[src/rtl/core/b64d_pkg.sv]
`default_nettype none

package b64d_pkg;

  // Default width of the position and byte counters
  localparam int COUNT_WIDTH = 24;

  // Field widths
  localparam int CHAR_W  = 8;
  localparam int FIELD_W = 24;

  // Character classes beyond the 64 digit values
  localparam logic [7:0] CODE_SKIP = 8'd254;
  localparam logic [7:0] CODE_BAD  = 8'd255;
  localparam logic [7:0] PAD_CHAR  = 8'h3D;

  // Map one character to its digit value, or to the skip / bad class.
  // Both the standard and the URL-safe alphabet are accepted.
  function automatic logic [7:0] decode_char(input logic [7:0] c);
    logic [7:0] code;
    code = CODE_BAD;
    if (c <= 8'h20 || c == 8'hA0) begin
      code = CODE_SKIP;
    end else if (c >= 8'h41 && c <= 8'h5A) begin
      code = c - 8'h41;
    end else if (c >= 8'h61 && c <= 8'h7A) begin
      code = c - 8'h61 + 8'd26;
    end else if (c >= 8'h30 && c <= 8'h39) begin
      code = c - 8'h30 + 8'd52;
    end else if (c == 8'h2B || c == 8'h2D) begin
      code = 8'd62;
    end else if (c == 8'h2F || c == 8'h5F) begin
      code = 8'd63;
    end
    return code;
  endfunction

endpackage

`default_nettype wire

[src/rtl/core/b64d_cfg_if.sv]
`default_nettype none

interface b64d_cfg_if;
  logic                         valid;
  logic                         ready;
  logic [b64d_pkg::FIELD_W-1:0] max_output_bytes;

  modport source (output valid, output max_output_bytes, input ready);
  modport sink (input valid, input max_output_bytes, output ready);
endinterface

`default_nettype wire

[src/rtl/core/b64d_in_if.sv]
`default_nettype none

interface b64d_in_if;
  logic                        valid;
  logic                        ready;
  logic [b64d_pkg::CHAR_W-1:0] in_char;
  logic                        end_of_stream;

  modport source (output valid, output in_char, output end_of_stream, input ready);
  modport sink (input valid, input in_char, input end_of_stream, output ready);
endinterface

`default_nettype wire

[src/rtl/core/b64d_out_if.sv]
`default_nettype none

interface b64d_out_if;
  logic                         valid;
  logic                         ready;
  logic [b64d_pkg::CHAR_W-1:0]  out_byte;
  logic                         is_status;
  logic                         error_found;
  logic [b64d_pkg::FIELD_W-1:0] error_position;
  logic [b64d_pkg::FIELD_W-1:0] byte_count;
  logic                         last;

  modport source (output valid, output out_byte, output is_status, output error_found,
                  output error_position, output byte_count, output last, input ready);
  modport sink (input valid, input out_byte, input is_status, input error_found,
                input error_position, input byte_count, input last, output ready);
endinterface

`default_nettype wire

[src/rtl/core/base64_stream_decoder.sv]
// Streaming Base64 decoder.
// chars:   one encoded character per request, end_of_stream on the final one.
// results: decoded bytes, then one status request (error flag, first bad
//          position, byte count) after the final character; last marks the
//          final result caused by each character.
// cfg:     writes the per-stream output byte limit; always ready. Write it
//          only while no results are outstanding.
// The first result of a character is presented the cycle after it
// is accepted. A character that yields results holds the result buffer
// until each has been taken; characters with no result (skipped, or digits
// filling a quad) are taken one per cycle while the buffer is empty. The
// four-entry result buffer is drained one entry per cycle while the
// receiver is ready.
// A new character is accepted in the same cycle the last buffered result is
// taken. When the receiver stalls, the buffer holds and chars.ready drops.
// Reset clears all stream state and empties the buffer; the byte limit
// returns to all ones. Stream state clears as the last character is taken.
`default_nettype none

module base64_stream_decoder #(
  parameter int COUNT_WIDTH = b64d_pkg::COUNT_WIDTH
) (
  input  logic         clk,
  input  logic         rst,
  b64d_cfg_if.sink     cfg,
  b64d_in_if.sink      chars,
  b64d_out_if.source   results
);

  localparam int CW = COUNT_WIDTH;
  localparam int FW = b64d_pkg::FIELD_W;
  localparam int LW = (CW > FW) ? CW : FW;
  localparam logic [CW-1:0] CNT_MAX = '1;

  // Configuration and stream state
  logic [FW-1:0] max_bytes;
  logic [17:0]   sextet_buf;
  logic [1:0]    digits;
  logic [CW-1:0] char_pos;
  logic          pad_pending;
  logic [CW-1:0] pad_pos;
  logic [CW-1:0] err_pos;
  logic [CW-1:0] emitted;
  logic          halted;

  // Result buffer
  logic [23:0]   grp;
  logic [1:0]    nbytes;
  logic [FW-1:0] st_err_pos;
  logic [FW-1:0] st_count;
  logic [2:0]    rem;
  logic [1:0]    rd_idx;

  // Next-state values
  logic [17:0]   sextet_buf_next;
  logic [1:0]    digits_next;
  logic [CW-1:0] char_pos_next;
  logic          pad_pending_next;
  logic [CW-1:0] pad_pos_next;
  logic [CW-1:0] err_pos_next;
  logic          halted_next;

  logic [7:0]    code;
  logic          quad;
  logic [23:0]   quad_grp;
  logic          flush;
  logic [23:0]   flush_grp;
  logic [1:0]    want;
  logic [23:0]   grp_next;
  logic [1:0]    n_emit;
  logic [CW-1:0] emitted_next;

  logic [CW:0]   pos_sum;
  logic [CW+1:0] e1_sum;
  logic [CW+1:0] e2_sum;
  logic [CW+1:0] en_sum;
  logic [CW-1:0] e1;
  logic [CW-1:0] e2;
  logic          ok0;
  logic          ok1;
  logic          ok2;

  logic          in_fire;
  logic          out_fire;
  logic          is_data;
  logic [7:0]    sel_byte;
  logic [LW-1:0] err_ext;
  logic [LW-1:0] cnt_ext;

  assign in_fire  = chars.valid && chars.ready;
  assign out_fire = results.valid && results.ready;
  assign cfg.ready = 1'b1;
  assign chars.ready = (rem == 3'd0) || (rem == 3'd1 && results.ready);

  // Saturating position and byte-count increments
  assign pos_sum = {1'b0, char_pos} + {{CW{1'b0}}, 1'b1};
  assign char_pos_next = pos_sum[CW] ? CNT_MAX : pos_sum[CW-1:0];
  assign e1_sum = {2'b00, emitted} + (CW+2)'(1);
  assign e2_sum = {2'b00, emitted} + (CW+2)'(2);
  assign e1 = (|e1_sum[CW+1:CW]) ? CNT_MAX : e1_sum[CW-1:0];
  assign e2 = (|e2_sum[CW+1:CW]) ? CNT_MAX : e2_sum[CW-1:0];

  // Limit checks for up to three bytes
  assign ok0 = LW'(emitted) < LW'(max_bytes);
  assign ok1 = LW'(e1) < LW'(max_bytes);
  assign ok2 = LW'(e2) < LW'(max_bytes);

  assign code = b64d_pkg::decode_char(chars.in_char);

  // Per-character decode step
  always_comb begin
    sextet_buf_next  = sextet_buf;
    digits_next      = digits;
    pad_pending_next = pad_pending;
    pad_pos_next     = pad_pos;
    err_pos_next     = err_pos;
    halted_next      = halted;
    quad             = 1'b0;
    quad_grp         = {sextet_buf, code[5:0]};
    if (!halted && ok0) begin
      if (chars.in_char == b64d_pkg::PAD_CHAR) begin
        if (!pad_pending) begin
          pad_pending_next = 1'b1;
          pad_pos_next     = char_pos_next;
        end
      end else if (code != b64d_pkg::CODE_SKIP) begin
        // padding followed by more input: the first '=' is illegal
        if (pad_pending) begin
          if (err_pos_next == '0) err_pos_next = pad_pos;
          pad_pending_next = 1'b0;
        end
        if (code == b64d_pkg::CODE_BAD) begin
          if (err_pos_next == '0) err_pos_next = char_pos_next;
        end else if (digits == 2'd3) begin
          quad            = 1'b1;
          sextet_buf_next = '0;
          digits_next     = 2'd0;
          if (err_pos_next != '0) halted_next = 1'b1;
        end else begin
          sextet_buf_next = {sextet_buf[11:0], code[5:0]};
          digits_next     = digits + 2'd1;
        end
      end
    end
  end

  // End-of-stream flush of a partial quad, or of a stream with an error
  assign flush = chars.end_of_stream && !halted_next &&
                 (digits_next != 2'd0 || err_pos_next != '0);

  always_comb begin
    unique case (digits_next)
      2'd0:    flush_grp = 24'd0;
      2'd1:    flush_grp = {sextet_buf_next[5:0], 18'd0};
      2'd2:    flush_grp = {sextet_buf_next[11:0], 12'd0};
      default: flush_grp = {sextet_buf_next, 6'd0};
    endcase
  end

  always_comb begin
    want = 2'd0;
    if (quad) begin
      want = 2'd3;
    end else if (flush) begin
      want = (digits_next == 2'd3) ? 2'd2 : 2'd1;
    end
  end

  assign grp_next = quad ? quad_grp : flush_grp;
  assign n_emit = 2'((want > 2'd0 && ok0) ? 1 : 0) + 2'((want > 2'd1 && ok1) ? 1 : 0)
                + 2'((want > 2'd2 && ok2) ? 1 : 0);
  assign en_sum = {2'b00, emitted} + {{CW{1'b0}}, n_emit};
  assign emitted_next = (|en_sum[CW+1:CW]) ? CNT_MAX : en_sum[CW-1:0];
  assign err_ext = LW'(err_pos_next);
  assign cnt_ext = LW'(emitted_next);

  // State and result buffer registers
  always_ff @(posedge clk) begin
    if (rst) begin
      max_bytes   <= '1;
      sextet_buf  <= '0;
      digits      <= '0;
      char_pos    <= '0;
      pad_pending <= 1'b0;
      pad_pos     <= '0;
      err_pos     <= '0;
      emitted     <= '0;
      halted      <= 1'b0;
      rem         <= '0;
      rd_idx      <= '0;
    end else begin
      if (cfg.valid && cfg.ready) begin
        max_bytes <= cfg.max_output_bytes;
      end
      // a new character reloads the buffer, even as its last entry drains
      if (in_fire) begin
        rem    <= {1'b0, n_emit} + {2'b00, chars.end_of_stream};
        rd_idx <= '0;
        if (chars.end_of_stream) begin
          sextet_buf  <= '0;
          digits      <= '0;
          char_pos    <= '0;
          pad_pending <= 1'b0;
          pad_pos     <= '0;
          err_pos     <= '0;
          emitted     <= '0;
          halted      <= 1'b0;
        end else begin
          sextet_buf  <= sextet_buf_next;
          digits      <= digits_next;
          char_pos    <= char_pos_next;
          pad_pending <= pad_pending_next;
          pad_pos     <= pad_pos_next;
          err_pos     <= err_pos_next;
          emitted     <= emitted_next;
          halted      <= halted_next;
        end
      end else if (out_fire) begin
        rem    <= rem - 3'd1;
        rd_idx <= rd_idx + 2'd1;
      end
    end
  end

  // Result payload, no reset needed
  always_ff @(posedge clk) begin
    if (in_fire) begin
      grp        <= grp_next;
      nbytes     <= n_emit;
      st_err_pos <= err_ext[FW-1:0];
      st_count   <= cnt_ext[FW-1:0];
    end
  end

  // Output selection
  always_comb begin
    unique case (rd_idx)
      2'd0:    sel_byte = grp[23:16];
      2'd1:    sel_byte = grp[15:8];
      default: sel_byte = grp[7:0];
    endcase
  end

  assign is_data                = rd_idx < nbytes;
  assign results.valid          = rem != 3'd0;
  assign results.out_byte       = is_data ? sel_byte : 8'd0;
  assign results.is_status      = !is_data;
  assign results.error_found    = !is_data && (st_err_pos != '0);
  assign results.error_position = is_data ? '0 : st_err_pos;
  assign results.byte_count     = is_data ? '0 : st_count;
  assign results.last           = rem == 3'd1;

endmodule

`default_nettype wire
[src/flat_wrapper.sv]
// flat-port wrapper written by rule: the top's interface ports become plain ports
module base64_stream_decoder_flat 
#(
  parameter int COUNT_WIDTH = b64d_pkg::COUNT_WIDTH
)
  (clk, rst, cfg_valid, cfg_max_output_bytes, cfg_ready, chars_valid, chars_in_char, chars_end_of_stream, chars_ready, results_valid, results_out_byte, results_is_status, results_error_found, results_error_position, results_byte_count, results_last, results_ready);
  b64d_cfg_if cfg_i ();
  b64d_in_if chars_i ();
  b64d_out_if results_i ();
  input  logic clk;
  input  logic rst;
  input wire logic [$bits(cfg_i.valid)-1:0] cfg_valid;
  input wire logic [$bits(cfg_i.max_output_bytes)-1:0] cfg_max_output_bytes;
  output wire logic [$bits(cfg_i.ready)-1:0] cfg_ready;
  input wire logic [$bits(chars_i.valid)-1:0] chars_valid;
  input wire logic [$bits(chars_i.in_char)-1:0] chars_in_char;
  input wire logic [$bits(chars_i.end_of_stream)-1:0] chars_end_of_stream;
  output wire logic [$bits(chars_i.ready)-1:0] chars_ready;
  output wire logic [$bits(results_i.valid)-1:0] results_valid;
  output wire logic [$bits(results_i.out_byte)-1:0] results_out_byte;
  output wire logic [$bits(results_i.is_status)-1:0] results_is_status;
  output wire logic [$bits(results_i.error_found)-1:0] results_error_found;
  output wire logic [$bits(results_i.error_position)-1:0] results_error_position;
  output wire logic [$bits(results_i.byte_count)-1:0] results_byte_count;
  output wire logic [$bits(results_i.last)-1:0] results_last;
  input wire logic [$bits(results_i.ready)-1:0] results_ready;
  assign cfg_i.valid = cfg_valid;
  assign cfg_i.max_output_bytes = cfg_max_output_bytes;
  assign cfg_ready = cfg_i.ready;
  assign chars_i.valid = chars_valid;
  assign chars_i.in_char = chars_in_char;
  assign chars_i.end_of_stream = chars_end_of_stream;
  assign chars_ready = chars_i.ready;
  assign results_valid = results_i.valid;
  assign results_out_byte = results_i.out_byte;
  assign results_is_status = results_i.is_status;
  assign results_error_found = results_i.error_found;
  assign results_error_position = results_i.error_position;
  assign results_byte_count = results_i.byte_count;
  assign results_last = results_i.last;
  assign results_i.ready = results_ready;
  base64_stream_decoder #(.COUNT_WIDTH(COUNT_WIDTH)) u_core (.clk(clk), .rst(rst), .cfg(cfg_i), .chars(chars_i), .results(results_i));
endmodule
[config.mk]
export PLATFORM = sky130hd
export DESIGN_NAME = base64_stream_decoder_flat
export DESIGN_NICKNAME = d
export VERILOG_FILES = /design/src/rtl/core/b64d_pkg.sv /design/src/rtl/core/b64d_cfg_if.sv /design/src/rtl/core/b64d_in_if.sv /design/src/rtl/core/b64d_out_if.sv /design/src/rtl/core/base64_stream_decoder.sv /design/src/flat_wrapper.sv
export SDC_FILE = /design/constraint.sdc
export NUM_CORES = 1
export LEC_CHECK = 0
export ABC_CLOCK_PERIOD_IN_PS = 11500
export BUFFER_PORTS_ARGS = -buffer_cell sky130_fd_sc_hd__buf_2
export CAP_MARGIN = 20
export CORE_MARGIN = 3
export CORE_UTILIZATION = 45
export DETAILED_ROUTE_END_ITERATION = 6
export PLACE_DENSITY = 0.64
export SYNTH_ARGS = -nofsm -noshare
export SYNTH_HDL_FRONTEND = slang
export SYNTH_SLANG_ARGS = --single-unit
[constraint.sdc]
create_clock -name clk -period 11.5 [get_ports clk]
set_input_delay 1.725 -clock clk [delete_from_list [all_inputs] [get_ports clk]]
set_output_delay 1.725 -clock clk [all_outputs]
set_load 0.01 [all_outputs]
Word level (Yosys, flattened, before mapping):

Index checks and enable logic that the tools add are counted.

* bits in registers: 221
* input port bits: 38
* output and inout bits: 62
* word-level logic and storage cells: 169

* $add $sub $neg: 15
* magnitude comparators: 14
* equal/unequal tests: 15
* muxes and demuxes: 69
* reduce and logical (&&, ||, !) cells: 41

Operator list (count)
* $mux 24: 24
* $mux 18: 6
* $lt 24x24->1: 3
* $pmux 24 s3: 1
* $reduce_bool 24->1: 3
* $mux 8: 7
* $add 24x1->25 const B: 2
* $logic_not 24->1: 2
* $eq 8x6->1 const B: 4
* $add 24x2->25: 1
* $add 24x2->25 const B: 1
* $mux 1: 19
* $mux 2: 9
* $eq 8x8->1 const B: 2
* $ge 8x7->1 const B: 2
* $le 8x6->1 const B: 2
* $le 8x7->1 const B: 2
* $pmux 8 s2: 1
* $sub 8x7->8 const B: 2
* $logic_and 1x1->1: 13
* $add 8x5->8 const B: 1
* $add 8x6->8 const B: 1
* $eq 8x7->1 const B: 1
* $ge 8x6->1 const B: 1
* 23 further kinds: 44

Logic depth before layout (Yosys ltp):

Gate-level depths: netlist of run 1.

* depth in word-level cells: 33
* gate-level depth with buffers: 30
* mapped depth without buffers: 28

Worst setup path before layout of run 1:

Ideal clock, no wire load.

* path kind: input -> register
* start: input port chars_in_char[2]
* end: register u_core.emitted[18]
* setup time: 0.117 ns
* arrival: 6.914 ns
* data required time: 11.383 ns
* slack: 4.470 ns
* stages: 25
* path buffers: 2
* path through: inv_1 ha_1 a21oi_1 nor3_1 or3_1 buf_6 or4b_4 a211oi_4 nor2_2 nor3_2 nor2_1 or4b_1 nor4_1 a31oi_1 fa_1 ha_1 fa_1 nand3_1 nor2_1 nand2_1 nor2_1 nand2_1 clkbuf_1 o21ai_0 a22o_1

* cells in the longest elaborated chain, start to end: 27
* elaborated cells on any way between the ends: 73
* those cells by class: add/sub: 8; order compare: 10; eq/ne: 9; mux: 30; reduce/logical: 16

RTL lines
* start: declaration: RTL line flat_wrapper.sv:16 `input wire logic [$bits(chars_i.in_char)-1:0] chars_in_char;`
* branches (longest 17 deep; another with $sub 8x6->8)
* $mux 2 (*): RTL line base64_stream_decoder.sv:162 `if (quad) begin`
* $gt 2x1->1: RTL line base64_stream_decoder.sv:170 `assign n_emit = 2'((want > 2'd0 && ok0) ? 1 : 0) + 2'((want > 2'd1 && ok1) ? 1 : 0)`
* $logic_and 1x1->1: RTL line base64_stream_decoder.sv:170
* $mux 1: RTL line base64_stream_decoder.sv:170
* $add 2x2->2: RTL line base64_stream_decoder.sv:170
* $add 2x2->2 (*): RTL line base64_stream_decoder.sv:171 `+ 2'((want > 2'd2 && ok2) ? 1 : 0);`
* named net u_core.n_emit[0]: RTL line base64_stream_decoder.sv:70 `logic [1:0] n_emit;`
* $add 24x2->25 (*): RTL line base64_stream_decoder.sv:172 `assign en_sum = {2'b00, emitted} + {{CW{1'b0}}, n_emit};`
* $reduce_or 2->1: RTL line base64_stream_decoder.sv:173 `assign emitted_next = (|en_sum[CW+1:CW]) ? CNT_MAX : en_sum[CW-1:0];`
* $mux 24 (*): RTL line base64_stream_decoder.sv:173
* named net u_core.cnt_ext[18]: RTL line base64_stream_decoder.sv:88 `logic [LW-1:0] cnt_ext;`
* $mux 24 (*): RTL line base64_stream_decoder.sv:199 `if (chars.end_of_stream) begin`
* end signal: assignment: RTL line base64_stream_decoder.sv:215 `emitted <= emitted_next;`
* end: declaration: RTL line base64_stream_decoder.sv:43 `logic [CW-1:0] emitted;`

Mark *: on every way through the listed nets, which the timed path passes.
A chain may end at the register's enable or synchronous reset.

Worst setup path in the final report of run 1:

Same ends and word-level chain as after synthesis.

==> flow_summary.json, run 1 <==
{
  "hold_buffers": 0,
  "fin_util": 0.5176,
  "skew_ns": 0.01897,
  "clock_latency_ns": 0.52,
  "htree_levels": 1,
  "cp.depth": 24,
  "crit_path_frequent_cell": "nand2_1",
  "clockBufferDepth": 3,
  "hold_path_class": "reg2reg",
  "fin_crit_sh": 0.7164,
  "setup_tns_ns": 0,
  "row_count": 61,
  "area_growth_pct": 11.64,
  "comb_power_share": 0.273,
  "setup_violations": 0,
  "crit_type": "in2reg",
  "dpl.hpwl_um": 26020,
  "cts_made_buffers": 25,
  "post_cts_buffers": 0,
  "die-area_um2": 31100,
  "maxSlewHeadroom": 0.2549,
  "ys_async_sr_fraction": 0,
  "cts_root_buf": "clkbuf_16",
  "drtPass1Iterations": 5,
  "worstPathRequired_ns": 11.96,
  "final_area_um2": 14580,
  "yosysWarnings": 0,
  "place_area_um2": 13730,
  "crit_chain": "buf_2 > inv_1 > ha_1 > a21oi_1 > nor3_1 > or3_1 > or4b_4 > a211oi_4 > or2_2 > nor4b_1 > a31oi_1 > o21ai_0 > nand2_1 > a21oi_1 > fa_1 > ha_1 > fa_1 > nand3_1 > nor2_1 > nand2_1 > nor2_1 > nand2_1 > o21ai_0 > a22o_1",
  "max_freq_mhz": 121.4,
  "yosysTopAreaCell": "dfxtp_1",
  "reg2reg_depth": 21,
  "grt_pass1_vias": 10898,
  "worst_slew_pin_slew_ns": 1.118,
  "port_buffers": 98,
  "synthFlopType": "dfxtp_1",
  "hold_violations": 0,
  "fp.dieH_um": 176.3,
  "p_int_w": 0.001681,
  "routed_wl_um": 36550,
  "wl_per_cell_um": 18.68,
  "fin_ws_ns": 3.262,
  "worst-endpoint-arrival_ns": 8.70,
  "avgSynthCellArea_um2": 8.596,
  "seq_power_share": 0.403,
  "grt_use_total": 0.2304,
  "io-pin-count": 100,
  "drive_gt1_frac": 0.1096,
  "vdd_drop_max_uv": 112.2,
  "drt_iter0_markers": 1103,
  "switchingPower_w": 0.0008618,
  "fin_crit_ns": 8.238,
  "coreArea_um2": 28160,
  "critical-path-top-delay-family": "simple AND/OR/NAND/NOR gates",
  "synth_cell_types": 69,
  "max_stage_delay_ns": 0.67,
  "grt_pass1_wl_um": 58060,
  "critPathMaxFanout": 38,
  "synth_top_cell_area_share": 0.2254,
  "drc": 0,
  "viasPerCell": 5.877,
  "swShare": 0.3388,
  "die_x_um": 176.3,
  "place_ws_ns": 2.763,
  "gr-total-overflow": 0,
  "slowest_stage": "or2_2",
  "n_antenna_cell": 0,
  "num_vias": 11496,
  "synth_enable_flop_cells": 74,
  "finalMaxSlewViolations": 0,
  "p_per_area_nw_per_um2": 174.5,
  "nNetsFinal": 1691,
  "p_leak_nw": 6.261,
  "synth_seq_cells": 221,
  "crit_path_end_kind": "register",
  "cts.clk_slew.worst_paths_ns": 0.06,
  "antenna_found_initial": 1,
  "holdPathStages": 2,
  "grt_max_degree": 82,
  "status": "completed",
  "rsz0062_at_grt": "no",
  "start_util": 0.4636,
  "cts-resized-gates": 0,
  "cts_tree": "done",
  "cp-start-kind": "input pin",
  "clock-sinks": 221,
  "syn_inst": 1519,
  "yosysSeqAreaShare": 0.3956,
  "ant_nets": 0,
  "mostFrequentLayoutCells": "nand2_1 (192), dfxtp_1 (147), a21oi_1 (113)",
  "gp_congestion": 0.9248,
  "synth_area_leaders": "dfxtp_1 (23%), edfxtp_1 (17%), ha_1 (8.7%)",
  "synthesis.nets": 1650,
  "cp_num_buf_inv": 2,
  "synth_area_um2": 13060,
  "p_clk_frac": 0.324,
  "drv_cap": 0,
  "layout_commonest_cell": "nand2_1"
}
## through the flow
step	cells	hold WS (ns)	power [W]
final	1956	0.4859	0.002543
after CTS	1956	0.4808	0.002563
after detailed placement	1911	0.4718	0.001738
after global routing	1956	0.5005	0.002678
after floorplan	1519	0.4475	0.001470
after global placement	1911	0.4657	0.001728
## path summary, 6_finish.rpt
check,startpoint,to,slack [ns]
max,chars_in_char[2],u_core.emitted[18]$_SDFFE_PP0P_,3.26
min,u_core.rd_idx[1]$_SDFFE_PP0P_,u_core.rd_idx[1]$_SDFFE_PP0P_,0.49
max reg2reg,u_core.emitted[21]$_SDFFE_PP0P_,u_core.emitted[18]$_SDFFE_PP0P_,3.64
min reg2reg,u_core.rd_idx[1]$_SDFFE_PP0P_,u_core.rd_idx[1]$_SDFFE_PP0P_,0.49
## power groups by stage
| stage | registers, W | clock network (W) | logic [W] |
|---|---|---|---|
| finish | 0.00102 | 0.000825 | 0.000694 |
| global route | 0.00103 | 0.000875 | 0.000769 |
| CTS | 0.00102 | 0.000839 | 0.000700 |
| detailed placement | 0.00104 | 0 | 0.000697 |
| global placement | 0.00104 | 0 | 0.000689 |
| floorplan | 0.00101 | 0 | 0.000460 |
## layer usage
layer | part of all wire | track usage | up-vias
met4 | 0.030 | 0.07398 | 2
met3 | 0.062 | 0.03355 | 71
met2 | 0.47 | 0.3807 | 385
met1 | 0.44 | 0.3125 | 5454
li1 | - | - | 5584
met5 | 0.00047 | 0 | -
## logic make-up after synthesis
family                   after synthesis  synth area share
AO/OA/AOI/OAI                        395            0.1934
XOR/XNOR                              61           0.04092
other                                  1         0.0002872
AND/OR/NAND/NOR                      586            0.2222
adder cells (fa/ha/maj)               93           0.09026
buffers and inverters                145           0.04398
flip-flops                           221            0.3956
multiplexers                          17           0.01341
## state kept, by name (all words and copies together), names as in the netlist
signal and count:
u_core.nbytes 2, u_core.pad_pos 24, u_core.rem 3, u_core.halted 1, u_core.digits 2, u_core.err_pos 24
u_core.rd_idx 2, u_core.sextet_buf 18, u_core.st_err_pos 24, u_core.st_count 24, u_core.grp 24, u_core.max_bytes 24
u_core.char_pos 24, u_core.emitted 24, u_core.pad_pending 1
## worst register-to-register path, cell delays in order, from the launching register on
cell and delay, ns:
dfxtp_1 0.41, ha_1 0.36, nand4_1 0.25, nor4_1 0.79, nand3_1 0.39, o31ai_1 0.40, or2_2 0.35, nand3b_1 0.50
o21ai_0 0.29, or4b_1 0.55, nor4_1 0.28, a31oi_1 0.18, fa_1 0.57, ha_1 0.21, fa_1 0.22, nand3_1 0.15
nor2_1 0.38, nand2_1 0.21, nor2_1 0.30, nand2_1 0.55, o21ai_0 0.31, a22o_1 0.16
## synth_stat cells, types with 6 or more instances
master	number
mux2i_1	13
inv_1	49
nor2b_1	17
buf_1	12
a21o_1	6
dfxtp_1	147
nor2_1	101
nand3_1	40
xor2_1	20
nor4_1	27
ha_1	91
or2_2	7
xnor2_1	41
a21oi_1	113
o21ai_0	109
a22oi_1	9
o211ai_1	30
o22ai_1	8
nand2b_1	18
a31oi_1	12
edfxtp_1	74
a211oi_1	12
or3_1	9
clkbuf_1	74
a221oi_1	6
and3_1	24
nor3_1	41
nand2_1	192
and2_1	51
nor3b_1	11
nand4_1	25
a22o_1	61
## area by class of cell
cell class,instances,area (µm²)
fill,2601,13590
sequential,221,5165
clock buffer,28,658.1
multi-input combinational,1153,7332
timing repair buffer,108,565.5
clock inverter,17,191.4
tap,378,473.0
inverter,51,192.7
No activity file was read; power rests on OpenSTA's default activity.
==> inputs of run 2 (changes only) <==
ABC_CLOCK_PERIOD_IN_PS = 8600   (was 11500)
clock period = 8.6 ns   (was 11.5 ns; I/O delays follow)
==> run 2 against run 1 <==
Net effect: clock skew is 0.0053 ns lower; via count is 0.34% lower; non-clock buffer count is 3 higher; sequential cell count stayed put; sequential share of layout area hardly changed; routed wire length is 2.7% higher; utilization hardly changed; combinational power is 38% higher; critical path type is now reg2reg; largest cell class unchanged.
==> flow_summary.json, run 2 (synthesized netlist as in run 1, its figures left out) <==
{
  "row_count": 61,
  "hold_violations": 0,
  "cts.clk_slew.worst_paths_ns": 0.06,
  "status": "completed",
  "antenna_found_initial": 0,
  "drv_cap": 0,
  "dp_cells": 1912,
  "fp.dieH_um": 176.3,
  "wl_per_cell_um": 19.17,
  "p_per_area_nw_per_um2": 231.9,
  "crit_type": "reg2reg",
  "ant_nets": 0,
  "p_int_w": 0.002222,
  "cts-resized-gates": 0,
  "start_util": 0.4636,
  "die_x_um": 176.3,
  "area_growth_pct": 11.70,
  "max_freq_mhz": 126.6,
  "worstPathRequired_ns": 9.06,
  "io-pin-count": 100,
  "skew_ns": 0.01362,
  "die-area_um2": 31100,
  "drt_iter0_markers": 1050,
  "cts_made_buffers": 25,
  "drc": 0,
  "reg2reg_slack_ns": 0.70,
  "routed_wl_um": 37550,
  "fillers": 2619,
  "reg2reg_depth": 21,
  "multi_input_area_um2": 7337,
  "maxSlewHeadroom": 0.2817,
  "reg2reg_to": "u_core.emitted[18]$_SDFFE_PP0P_",
  "p_clk_frac": 0.313,
  "htree_levels": 1,
  "n_antenna_cell": 0,
  "gp_congestion": 0.9327,
  "grt_max_degree": 82,
  "vdd_drop_max_uv": 137.7,
  "hold_start": "u_core.rd_idx[1]$_SDFFE_PP0P_",
  "holdPathStages": 2,
  "p_leak_nw": 6.267,
  "comb_power_share": 0.283,
  "num_vias": 11457,
  "crit_path_end_kind": "register",
  "seq_power_share": 0.405,
  "fin_cells": 1959,
  "hold_end": "u_core.rd_idx[1]$_SDFFE_PP0P_",
  "grt_use_total": 0.2353,
  "coreArea_um2": 28160,
  "post_cts_buffers": 0,
  "clock-sinks": 221,
  "clock_latency_ns": 0.52,
  "clockBufferDepth": 3,
  "timing.hold.ws_ns": 0.4772,
  "hold_path_class": "reg2reg",
  "fin_crit_sh": 0.9188,
  "worst-endpoint-arrival_ns": 8.36,
  "gr-total-overflow": 0,
  "port_buffers": 98,
  "setup_violations": 0,
  "layout_commonest_cell": "nand2_1",
  "swShare": 0.3430,
  "nNetsFinal": 1694,
  "rsz0062_at_grt": "no",
  "reg2reg_from": "u_core.emitted[22]$_SDFFE_PP0P_",
  "worst_slew_pin_slew_ns": 1.077,
  "cts_root_buf": "clkbuf_16",
  "mostFrequentLayoutCells": "nand2_1 (192), dfxtp_1 (147), a21oi_1 (113)",
  "ff_latch_area_um2": 5165,
  "setup_tns_ns": 0,
  "switchingPower_w": 0.001160,
  "fin_crit_ns": 7.901,
  "drive_gt1_frac": 0.1120,
  "grt_pass1_wl_um": 58950,
  "cts_tree": "done",
  "drtPass1Iterations": 6,
  "critPathMaxFanout": 22,
  "dpl.hpwl_um": 26650,
  "finalMaxSlewViolations": 0,
  "grt_pass1_vias": 10681,
  "hold_buffers": 0,
  "cp-start-kind": "register",
  "viasPerCell": 5.848
}
[run 2: worst max path at each step]
stage	from	end	slack, ns	cells past startpoint
global placement	chars_in_char[2]	u_core.emitted[23]$_SDFFE_PP0P_	0.70	23
CTS	u_core.emitted[22]$_SDFFE_PP0P_	u_core.emitted[18]$_SDFFE_PP0P_	0.79	21
detailed placement	chars_in_char[2]	u_core.emitted[18]$_SDFFE_PP0P_	0.50	24
global route	u_core.emitted[23]$_SDFFE_PP0P_	u_core.emitted[21]$_SDFFE_PP0P_	0.18	21
floorplan	chars_in_char[2]	u_core.emitted[18]$_SDFFE_PP0P_	2.00	25
finish	u_core.emitted[22]$_SDFFE_PP0P_	u_core.emitted[18]$_SDFFE_PP0P_	0.70	21
[run 2: cell type report]
type                            instances  area share
Timing Repair Buffer                  111     0.04169
Sequential cell                       221      0.3541
Multi-Input combinational cell       1153      0.5030
Tap cell                              378     0.03243
Clock inverter                         13     0.01012
Inverter                               51     0.01321
Clock buffer                           32     0.04538
[run 2: per-layer routing]
| layer | track usage | part of all wire | vias to the layer above |
|---|---|---|---|
| met5 | 0 | 0 | - |
| met1 | 0.3225 | 0.43 | 5350 |
| met3 | 0.03204 | 0.070 | 78 |
| met4 | 0.07005 | 0.031 | 0 |
| li1 | - | - | 5580 |
| met2 | 0.3892 | 0.47 | 449 |
[run 2: worst max-delay path, stage by stage (launching register included)]
cell      delay (ns)
dfxtp_1         0.41
ha_1            0.37
nand4_1         0.24
nor4_1          0.83
nand3_1         0.35
o31ai_1         0.43
or2_2           0.34
nand3b_1        0.49
o21ai_0         0.33
or4b_1          0.56
nor4_1          0.30
a31oi_1         0.17
fa_1            0.57
ha_1            0.21
fa_1            0.22
nand3_1         0.14
nor2_1          0.36
nand2_1         0.20
nor2_1          0.27
nand2_1         0.54
o21ai_0         0.32
a22o_1          0.17
[run 2: power by group through the flow]
stage                     sequential [W]  combinational (W)  clock [W]
after floorplan                  0.00135           0.000615          0
after global placement           0.00139           0.000924          0
after detailed placement         0.00139           0.000938          0
after CTS                        0.00137           0.000942    0.00108
after global routing             0.00138            0.00105    0.00112
final                            0.00137           0.000956    0.00106
[run 2: per-stage QoR]
step / cell area (µm²) / power, W / util / setup WS [ns]
final: 14590 / 0.003383 / 0.5179 / 0.6987
after global routing: 14590 / 0.003550 / 0.5179 / 0.1808
after CTS: 14550 / 0.003394 / 0.5166 / 0.7893
after detailed placement: 13740 / 0.002331 / 0.4879 / 0.5038
after global placement: 13740 / 0.002316 / 0.4879 / 0.7015
after floorplan: 13060 / 0.001965 / - / 2.005
==> inputs of run 3 (changes only) <==
CORE_UTILIZATION = 30   (was 45)
PLACE_DENSITY = 0.47   (was 0.64)
==> run 3 against run 2 <==
Net effect: sequential cell count is the same; largest power group unchanged; critical path type is now in2reg; cell count increased by 11%; power increased by 3.1%; utilization fell by 17 points; combinational power up 0.4%.
==> flow_summary.json, run 3 (synthesized netlist as in run 1, its figures left out) <==
{
  "clockBufferDepth": 3,
  "hold_buffers": 0,
  "multi_input_area_um2": 7352,
  "cts_root_buf": "clkbuf_16",
  "max_freq_mhz": 130.6,
  "clock-sinks": 221,
  "fin_crit_ns": 7.654,
  "fin_ws_ns": 0.9457,
  "hold_path_class": "reg2reg",
  "p_per_area_nw_per_um2": 233.2,
  "row_count": 75,
  "io-pin-count": 100,
  "crit_path_frequent_cell": "nand2_1",
  "coreArea_um2": 42510,
  "drive_gt1_frac": 0.1175,
  "post_cts_buffers": 0,
  "finalMaxSlewViolations": 0,
  "area_growth_pct": 14.57,
  "gr-total-overflow": 0,
  "grt_max_degree": 62,
  "grt_pass1_vias": 11004,
  "hold_violations": 0,
  "seq_power_share": 0.394,
  "num_vias": 11283,
  "cts-resized-gates": 0,
  "layout_commonest_cell": "nand2_1",
  "cp_num_buf_inv": 3,
  "switchingPower_w": 0.001218,
  "fin_crit_sh": 0.8900,
  "status": "completed",
  "crit_type": "in2reg",
  "worst_slew_pin_slew_ns": 1.115,
  "die_x_um": 214.6,
  "crit_chain": "buf_2 > inv_1 > ha_1 > a21oi_1 > nor3_1 > or3_1 > or4b_4 > a211oi_4 > nand3b_1 > o22ai_1 > nand2_1 > nor4_1 > a31oi_1 > fa_1 > ha_1 > fa_1 > nand3_1 > nor2_1 > nand2_1 > nor2_1 > nand2_1 > buf_4 > o21ai_0 > a22o_1",
  "gp_congestion": 0.8643,
  "cp-start-kind": "input pin",
  "drc": 0,
  "vdd_drop_max_uv": 113.0,
  "timing.hold.ws_ns": 0.4786,
  "p_int_w": 0.002270,
  "rsz0062_at_grt": "no",
  "dpl.hpwl_um": 29120,
  "fin_util": 0.3519,
  "nNetsFinal": 1702,
  "mostFrequentLayoutCells": "nand2_1 (192), dfxtp_1 (147), a21oi_1 (113)",
  "skew_ns": 0.02143,
  "p_leak_nw": 6.331,
  "grt_use_total": 0.1739,
  "drtPass1Iterations": 5,
  "setup_violations": 0,
  "cts_tree": "done",
  "worstPathRequired_ns": 9.09,
  "grt_pass1_wl_um": 64380,
  "p_clk_frac": 0.331,
  "routed_wl_um": 41220,
  "die-area_um2": 46060,
  "viasPerCell": 5.202,
  "port_buffers": 98,
  "cts.clk_slew.worst_paths_ns": 0.06,
  "ant_nets": 0,
  "setup_tns_ns": 0,
  "antenna_found_initial": 3,
  "place_ws_ns": 0.4217,
  "swShare": 0.3492,
  "max_stage_delay_ns": 0.60,
  "cts_made_buffers": 26,
  "clock_latency_ns": 0.56,
  "fillers": 4435,
  "htree_levels": 1,
  "slowest_stage": "fa_1",
  "wl_per_cell_um": 19.01,
  "fp.dieH_um": 214.6,
  "start_util": 0.3072,
  "ff_latch_area_um2": 5165,
  "crit_path_end_kind": "register",
  "maxSlewHeadroom": 0.2565,
  "drv_cap": 0,
  "worst-endpoint-arrival_ns": 8.14,
  "critical-path-top-delay-family": "simple AND/OR/NAND/NOR gates",
  "comb_power_share": 0.275,
  "critPathMaxFanout": 18,
  "drt_iter0_markers": 661
}
==> run 3: changes by cell type in the layout (fill, tap and decap cells not counted), moves of 2 or more <==
cell,change
buf_4,+8
clkbuf_1,-2
clkinv_1,+5
clkinv_2,-3
==> run 3: through the flow <==
stage | std cells | area [µm²] | total power, W
2_1_floorplan | 1519 | 13060 | 0.001965
3_3_place_gp | 2119 | 14060 | 0.002363
3_5_place_dp | 2120 | 14080 | 0.002360
4_1_cts | 2168 | 14960 | 0.003532
5_1_grt | 2169 | 14960 | 0.003682
6_report | 2169 | 14960 | 0.003488
==> run 3: power by group through the flow <==
stage          Clock [W]  Sequential [W]  Combinational [W]
2_1_floorplan          0         0.00135           0.000615
3_3_place_gp           0         0.00140           0.000967
3_5_place_dp           0         0.00139           0.000970
4_1_cts          0.00118         0.00137           0.000975
5_1_grt          0.00122         0.00139            0.00107
6_report         0.00116         0.00137           0.000960
==> run 3: area by class of cell <==
type                            count  area share
Clock inverter                     16     0.01263
Timing Repair Buffer              118     0.04307
Multi-Input combinational cell   1153      0.4914
Antenna cell                        1   0.0001673
Clock buffer                       32     0.04633
Tap cell                          577     0.04826
Inverter                           51     0.01288
Sequential cell                   221      0.3452
==> run 3: worst paths after layout <==
kind                                                 startpoint                               to  slack [ns]  cells past startpoint
worst max-delay path                           chars_in_char[2]  u_core.emitted[23]$_SDFFE_PP0P_        0.95                     24
worst min-delay path              u_core.rd_idx[1]$_SDFFE_PP0P_    u_core.rd_idx[1]$_SDFFE_PP0P_        0.48                      2
worst max register to register  u_core.emitted[21]$_SDFFE_PP0P_  u_core.emitted[23]$_SDFFE_PP0P_        1.07                     24
worst min register to register    u_core.rd_idx[1]$_SDFFE_PP0P_    u_core.rd_idx[1]$_SDFFE_PP0P_        0.48                      2
==> run 3: worst reg2reg max path, stage by stage (launching register included) <==
cell and delay (ns):
dfxtp_1 0.55, ha_1 0.32, nand4_1 0.24, nor4_1 0.10, buf_4 0.17, a221oi_1 0.40, o211ai_1 0.35, or2_2 0.53
or2_2 0.50, nor3_1 0.22, nor2_1 0.11, or4b_1 0.49, nor4_1 0.41, a31oi_1 0.23, fa_1 0.60, ha_1 0.20
fa_1 0.22, nand3_1 0.14, nor2_1 0.43, nand2_1 0.21, nor2_1 0.31, nand2_1 0.18, buf_4 0.25, o21ai_0 0.16
a22o_1 0.16
==> run 3: metal layers <==
layer  vias to the layer above  wire length (µm)  track usage
met5                         -                 0            0
met4                         0              1143      0.05145
met3                        62              1837      0.02678
met2                       281             18870       0.2842
met1                      5342             19370       0.2379
li1                       5598                 -            -
